### src/gcfa_ram.sv
// Generic simple dual-port RAM: one write port, one read port, registered read.
// Read data holds while the read enable is low. No dependencies.
module gcfa_ram #(
    parameter int WIDTH = 8,
    parameter int DEPTH = 16
) (
    input  logic                     i_clk,
    input  logic                     i_we,
    input  logic [$clog2(DEPTH)-1:0] i_waddr,
    input  logic [WIDTH-1:0]         i_wdata,
    input  logic                     i_re,
    input  logic [$clog2(DEPTH)-1:0] i_raddr,
    output logic [WIDTH-1:0]         o_rdata
);

    logic [WIDTH-1:0] r_mem [DEPTH];
    logic [WIDTH-1:0] r_rdata;

    always_ff @(posedge i_clk) begin
        if (i_we) begin
            r_mem[i_waddr] <= i_wdata;
        end
        if (i_re) begin
            r_rdata <= r_mem[i_raddr];
        end
    end

    assign o_rdata = r_rdata;

endmodule

### config.mk
export PLATFORM = sky130hd
export DESIGN_NAME = gcfa_ram
export DESIGN_NICKNAME = d
export VERILOG_FILES = /design/src/gcfa_ram.sv
export SDC_FILE = /design/constraint.sdc
export NUM_CORES = 1
export LEC_CHECK = 0
export ABC_AREA = 0
export BUFFER_PORTS_ARGS = -buffer_cell sky130_fd_sc_hd__buf_2
export CELL_PAD_IN_SITES_DETAIL_PLACEMENT = 1
export CELL_PAD_IN_SITES_GLOBAL_PLACEMENT = 2
export CORE_UTILIZATION = 34
export DETAILED_ROUTE_END_ITERATION = 8
export PLACE_DENSITY = 0.61
export SETUP_SLACK_MARGIN = 0.4
export SYNTH_ARGS = -nofsm -noshare
export SYNTH_HDL_FRONTEND = slang
export SYNTH_SLANG_ARGS = --single-unit
### constraint.sdc
create_clock -name i_clk -period 2 [get_ports i_clk]
set_clock_uncertainty 0.15 [all_clocks]
set_input_delay 0.2 -clock i_clk [delete_from_list [all_inputs] [get_ports i_clk]]
set_output_delay 0.2 -clock i_clk [all_outputs]
set_load 0.01 [all_outputs]
==> impl_metrics.toml, run 1 <==
[outcome]
status = "complete, no violations"

[detailed_routing]
num_vias = 2450
route.met3.wl_um = 377
viasPerCell = 5.083
dr.first_iter.drc_count = 189
met1_length_um = 4910
wl_met2_um = 5419
routed_wl_um = 10790
detail_route.first_pass.iterations = 4
antenna_left = 0
routedWlPerCell_um = 22.39
post-route-drc-count = 0
top_layer = "met4"

[clock_network]
post-cts-setup-buffers = 0
cts_tree = "built"
worstSkewPairLatency_ns = 0.40
cts_hold_buf = 0
clkSinkCount = 136
path_clk_slew_ns = 0.06
numCtsBuffers = 17
htreeDepth = 4
cts_max_path_buffers = 2
clockRootBuffer = "clkbuf_16"

[setup_path]
arrival_ns = 1.56
cp.required_ns = 2.00
crit_path_start_kind = "flip-flop"
crit_type = "reg -> reg"
end_kind = "flip-flop"
max_stage_delay_ns = 0.48
path_cells = "mux4_2 > a22oi_2 > nand2_1"
cp_slowest_cell = "mux4_2"
path_max_fanout = 1

[pwr]
ir_drop_mv = 0.6264
sw_frac_of_total_pct = 18.50
power_frac_comb_pct = 4.7
powerDensity_mw_per_mm2 = 1069
switchingPower_mw = 1.257
clkPwrFrac_pct = 47.7
p_leak_nw = 2.124
seq_power_share_pct = 47.6
p_total_mw = 6.796
intPower_mw = 5.539

[logic_synthesis]
synth_ff_type = "edfxtp_1"
syn-cell-area_mm2 = 0.005228
syn_nets = 248
synthArstFlopShare_pct = 0
yosys.area.top_type_share_pct = 78.12
netlist_instances = 229
synth_warnings = 0
synth.avg_cell_area_um2 = 22.83
yosysSeqAreaShare_pct = 78.12
synth_seq_cells = 136
ys_top_cells_by_area = "edfxtp_1 (78%), mux4_2 (7.8%), mux4_1 (7.0%), a22oi_1 (2.3%), nor2_1 (0.93%)"
yosysTopAreaCell = "edfxtp_1"
synth-edff-count = 136
yosysUniqueCellTypes = 18

[placement]
gp_congestion = 0.6866
placed_cells = 450
portBuffers = 26

[floorplanning]
start_util_pct = 35.43
core_mm2 = 0.01475
die_w_um = 126.0
die_y_um = 126.0
die_area_mm2 = 0.01587
io_pins = 27
rows = 44

[timing]
worstMarginPinSlew_ns = 0.5319
timing.final.crit_share_pct = 78.32
final-setup-viol-count = 0
tns_ns = 0
final_max_slew_viol_count = 0
rsz0062_at_grt = "yes"
hold_violations = 0
min_period_ns = 1.566
max_slew_margin_pct = 64.54
max_freq_ghz = 0.6384

[grt]
grt_first_pass_wirelength_um = 16390
grt_pass1_vias = 2637
overflow = 0
grt.total_usage_pct = 14.88
grt_antenna_before_repair = 0
grt_max_degree = 33

[finish]
drive_gt1_share_pct = 35.91
mostFrequentLayoutCells = "edfxtp_1 (136), buf_2 (26), mux4_2 (22)"
instances_no_fill = 482
area_delta_synth_final_pct = 21.64
mostFrequentLayoutCell = "edfxtp_1"
n_antenna_cell = 0
num-nets-final = 304

[hold_path]
hp-class = "in -> reg"

[run]
maxCapViolCount = 0
[worst max-delay path: cells and delay by family, from the launching register on]
| family | cells | cell delay, ns |
|---|---|---|
| multiplexers | 1 | 0.48 |
| flip-flops | 1 | 0.35 |
| AO/OA/AOI/OAI | 1 | 0.25 |
| AND/OR/NAND/NOR | 1 | 0.08 |
[final cells by class]
cell class	count	area, um2
Clock buffer	20	436.7
Clock inverter	12	180.2
Fill cell	1396	8396
Multi-Input combinational cell	83	1102
Sequential cell	136	4084
Tap cell	184	230.2
Timing Repair Buffer	47	325.3
[cells in the mapped netlist, types with 2 or more instances]
cell type,instances
nand2b_1,2
buf_6,3
nor3_1,4
mux4_1,14
clkdlybuf4s25_2,3
edfxtp_1,136
buf_2,3
nand2_1,9
a22oi_1,16
nor2_1,13
nand3b_1,2
mux4_2,18
[worst paths after layout]
kind,to,startpoint,cells after the start,slack (ns)
setup / recovery,o_rdata[6],r_mem[11][6],3,0.43
hold / removal,r_mem[12][5],i_wdata[5],1,0.03
setup reg to reg,o_rdata[6],r_mem[11][6],3,0.43
hold reg to reg,o_rdata[1],r_mem[15][1],3,0.60
[cells by family (layout without fill, tap and decap cells)]
family                 Yosys count  in the layout  share of synthesized area (%)
AOI/OAI and AO/OA               16             16                          2.298
DFF                            136            136                          78.12
muxes                           32             32                          14.79
and+or+nand+nor                 35             35                          3.136
buffers and inverters           10             79                          1.651
[per-layer routing]
metal,vias up,track usage (%)
met3,8,4.163
met5,-,0
met4,0,4.678
met1,1308,19.65
met2,43,23.92
li1,1091,-
[state kept, by name, summed over array words and instances, names as in the netlist]
register	count
r_mem	128
o_rdata	8
[power by group through the flow]
stage / Combinational, mW / Clock [mW] / Sequential (mW)
finish: 0.320 / 3.24 / 3.23
global route: 0.350 / 3.42 / 3.24
CTS: 0.325 / 3.32 / 3.23
detailed placement: 0.311 / 0 / 3.29
global placement: 0.308 / 0 / 3.29
floorplan: 0.164 / 0 / 3.29
[metrics by stage]
step	util, %	setup slack [ns]	hold WS [ns]	area, um2
after global routing	43.10	0.3680	0.02153	6359
final	43.10	0.4335	0.02993	6359
after CTS	43.07	0.4161	0.01587	6355
after floorplan	-	0.3740	0.1489	5240
after detailed placement	38.64	0.04018	0.4491	5702
after global placement	38.64	0.03150	0.4352	5702
[repair_timing]
action | in CTS | in global routing
cloned | 0 | 0
pin swaps | 3 | 3
gates resized for setup | 9 | 6
endpoints found under the setup margin | 8 | 6
(Power assumes the default switching activity.)
==> run 2, diff against run 1 <==
PLACE_DENSITY = 0.63   (was 0.61)
clock period = 1.33 ns   (was 2 ns; I/O delays follow)
==> impl_metrics.toml, run 2 (same netlist as run 1, synthesis figures left out) <==
[detailed_routing]
routed_wl_um = 11660
antenna_left = 0
num_vias = 2560
detail_route.first_pass.iterations = 5
routedWlPerCell_um = 22.99
post-route-drc-count = 0
viasPerCell = 5.049
dr.first_iter.drc_count = 152

[clock_network]
numCtsBuffers = 17
cts_max_path_buffers = 2
path_clk_slew_ns = 0.06
cts_tree = "built"
worstSkewPairLatency_ns = 0.40
clkSinkCount = 136
clockRootBuffer = "clkbuf_16"
cts_hold_buf = 7
htreeDepth = 4

[pwr]
sw_frac_of_total_pct = 20.34
powerDensity_mw_per_mm2 = 1433
switchingPower_mw = 2.012
power_frac_comb_pct = 6.5
seq_power_share_pct = 49.2
ir_drop_mv = 0.8123
clkPwrFrac_pct = 44.4
intPower_mw = 7.877
p_leak_nw = 2.272

[setup_path]
reg2reg_from = "r_mem[2][5]"
critPathLaunch = "r_mem[2][5]"
crit_path_start_kind = "flip-flop"
arrival_ns = 1.61
end_kind = "flip-flop"
ff2ff_setup_slack_ns = -0.28
path_max_fanout = 1
crit_type = "reg -> reg"
cp.required_ns = 1.33

[hold_path]
hold_start = "i_re"
hp-class = "in -> reg"

[grt]
grt.total_usage_pct = 16.22
overflow = 0
grt_first_pass_wirelength_um = 18220
grt_antenna_before_repair = 0
grt_pass1_vias = 2898
grt_max_degree = 22

[timing]
timing.final.crit_share_pct = 121.1
max_slew_margin_pct = 27.96
hold_violations = 16
max_freq_ghz = 0.6208
final-setup-viol-count = 8
min_period_ns = 1.611
holdWs_ns = -0.03152
setup_ws_ns = -0.2809
rsz0062_at_grt = "yes"
final_max_slew_viol_count = 0
worstMarginPinSlew_ns = 1.078

[finish]
final_core_util_pct = 46.78
final.fill_count = 1355
largest-register = "r_mem"
multi_input_area_mm2 = 0.001207
mostFrequentLayoutCell = "edfxtp_1"
finish.instance_area_mm2 = 0.006902
final-seq-area_mm2 = 0.004084
num-nets-final = 329
drive_gt1_share_pct = 46.75
area_delta_synth_final_pct = 32.02
mostFrequentLayoutCells = "edfxtp_1 (136), mux4_2 (32), buf_12 (23)"
largest_reg_flops = 128
n_antenna_cell = 0

[floorplanning]
die_y_um = 126.0
start_util_pct = 35.43
rows = 44
die_w_um = 126.0
io_pins = 27
die_area_mm2 = 0.01587
core_mm2 = 0.01475

[run]
maxCapViolCount = 0

[outcome]
status = "finished with violations"
violations = "hold timing, setup timing"

[placement]
place_area_mm2 = 0.006186
portBuffers = 26
post-dp-hpwl_um = 7574
gp_congestion = 0.6770
==> run 2: cell count changes in the layout (fill, tap and decap cells not counted), moves of 4 or more <==
cell,delta
nor2_1,-12
buf_4,-5
buf_6,+7
nor3_4,+4
buf_2,-7
nor2_4,+12
a22oi_1,+4
mux4_1,-10
mux4_2,+10
dlygate4sd3_1,+7
a22oi_2,-4
buf_12,+20
==> run 2: area by class of cell <==
cell class / instances / share of cell area [%]
Clock inverter: 10 / 1.505
Timing Repair Buffer: 72 / 12.06
Clock buffer: 22 / 6.436
Tap cell: 184 / 3.336
Sequential cell: 136 / 59.17
Multi-Input combinational cell: 83 / 17.49
==> run 2: worst paths after layout <==
check / cells after the start / to
worst min-delay path: 1 / o_rdata[3]
worst max register to register: 3 / o_rdata[5]
worst max-delay path: 3 / o_rdata[5]
worst min register to register: 3 / o_rdata[5]
==> run 2: power groups by stage <==
| stage | Combinational [mW] | Clock [mW] | Sequential (mW) |
|---|---|---|---|
| floorplan | 0.297 | 0 | 4.95 |
| global placement | 0.593 | 0 | 4.94 |
| detailed placement | 0.600 | 0 | 4.95 |
| CTS | 0.652 | 4.48 | 4.86 |
| global route | 0.691 | 4.63 | 4.87 |
| finish | 0.641 | 4.39 | 4.86 |
==> run 2: worst max-delay path: stages, from the launching register on <==
cell and delay [ns]:
edfxtp_1 0.40, mux4_2 0.49, a22oi_2 0.23, nand2_1 0.08
==> run 2: stage by stage <==
stage / setup WS, ns / total power [mW] / hold WS (ns) / cells / setup TNS, ns
6_report: -0.2809 / 9.889 / -0.03152 / 507 / -1.795
3_5_place_dp: -0.6496 / 5.549 / 0.3880 / 466 / -17.90
3_3_place_gp: -0.6500 / 5.534 / 0.3698 / 466 / -16.34
4_1_cts: -0.3323 / 9.992 / -0.03871 / 507 / -1.931
5_1_grt: -0.3367 / 10.19 / -0.03095 / 507 / -2.302
2_1_floorplan: -0.1534 / 5.244 / 0.08187 / 229 / -1.905
==> run 2: timing repair <==
action | in CTS | in global routing
gates resized for setup | 16 | 8
setup endpoints to repair | 112 | 172
pin swaps | 7 | 3
setup buffers | 2 | 0
hold endpoints to repair | 125 | 8
==> run 2: per-layer routing <==
layer / track usage [%] / vias up / share of wire [%]
met5: 0 / - / 0
met2: 27.95 / 67 / 52
met4: 6.095 / 0 / 1.5
met3: 3.441 / 11 / 3.5
met1: 20.09 / 1349 / 43
li1: - / 1133 / -
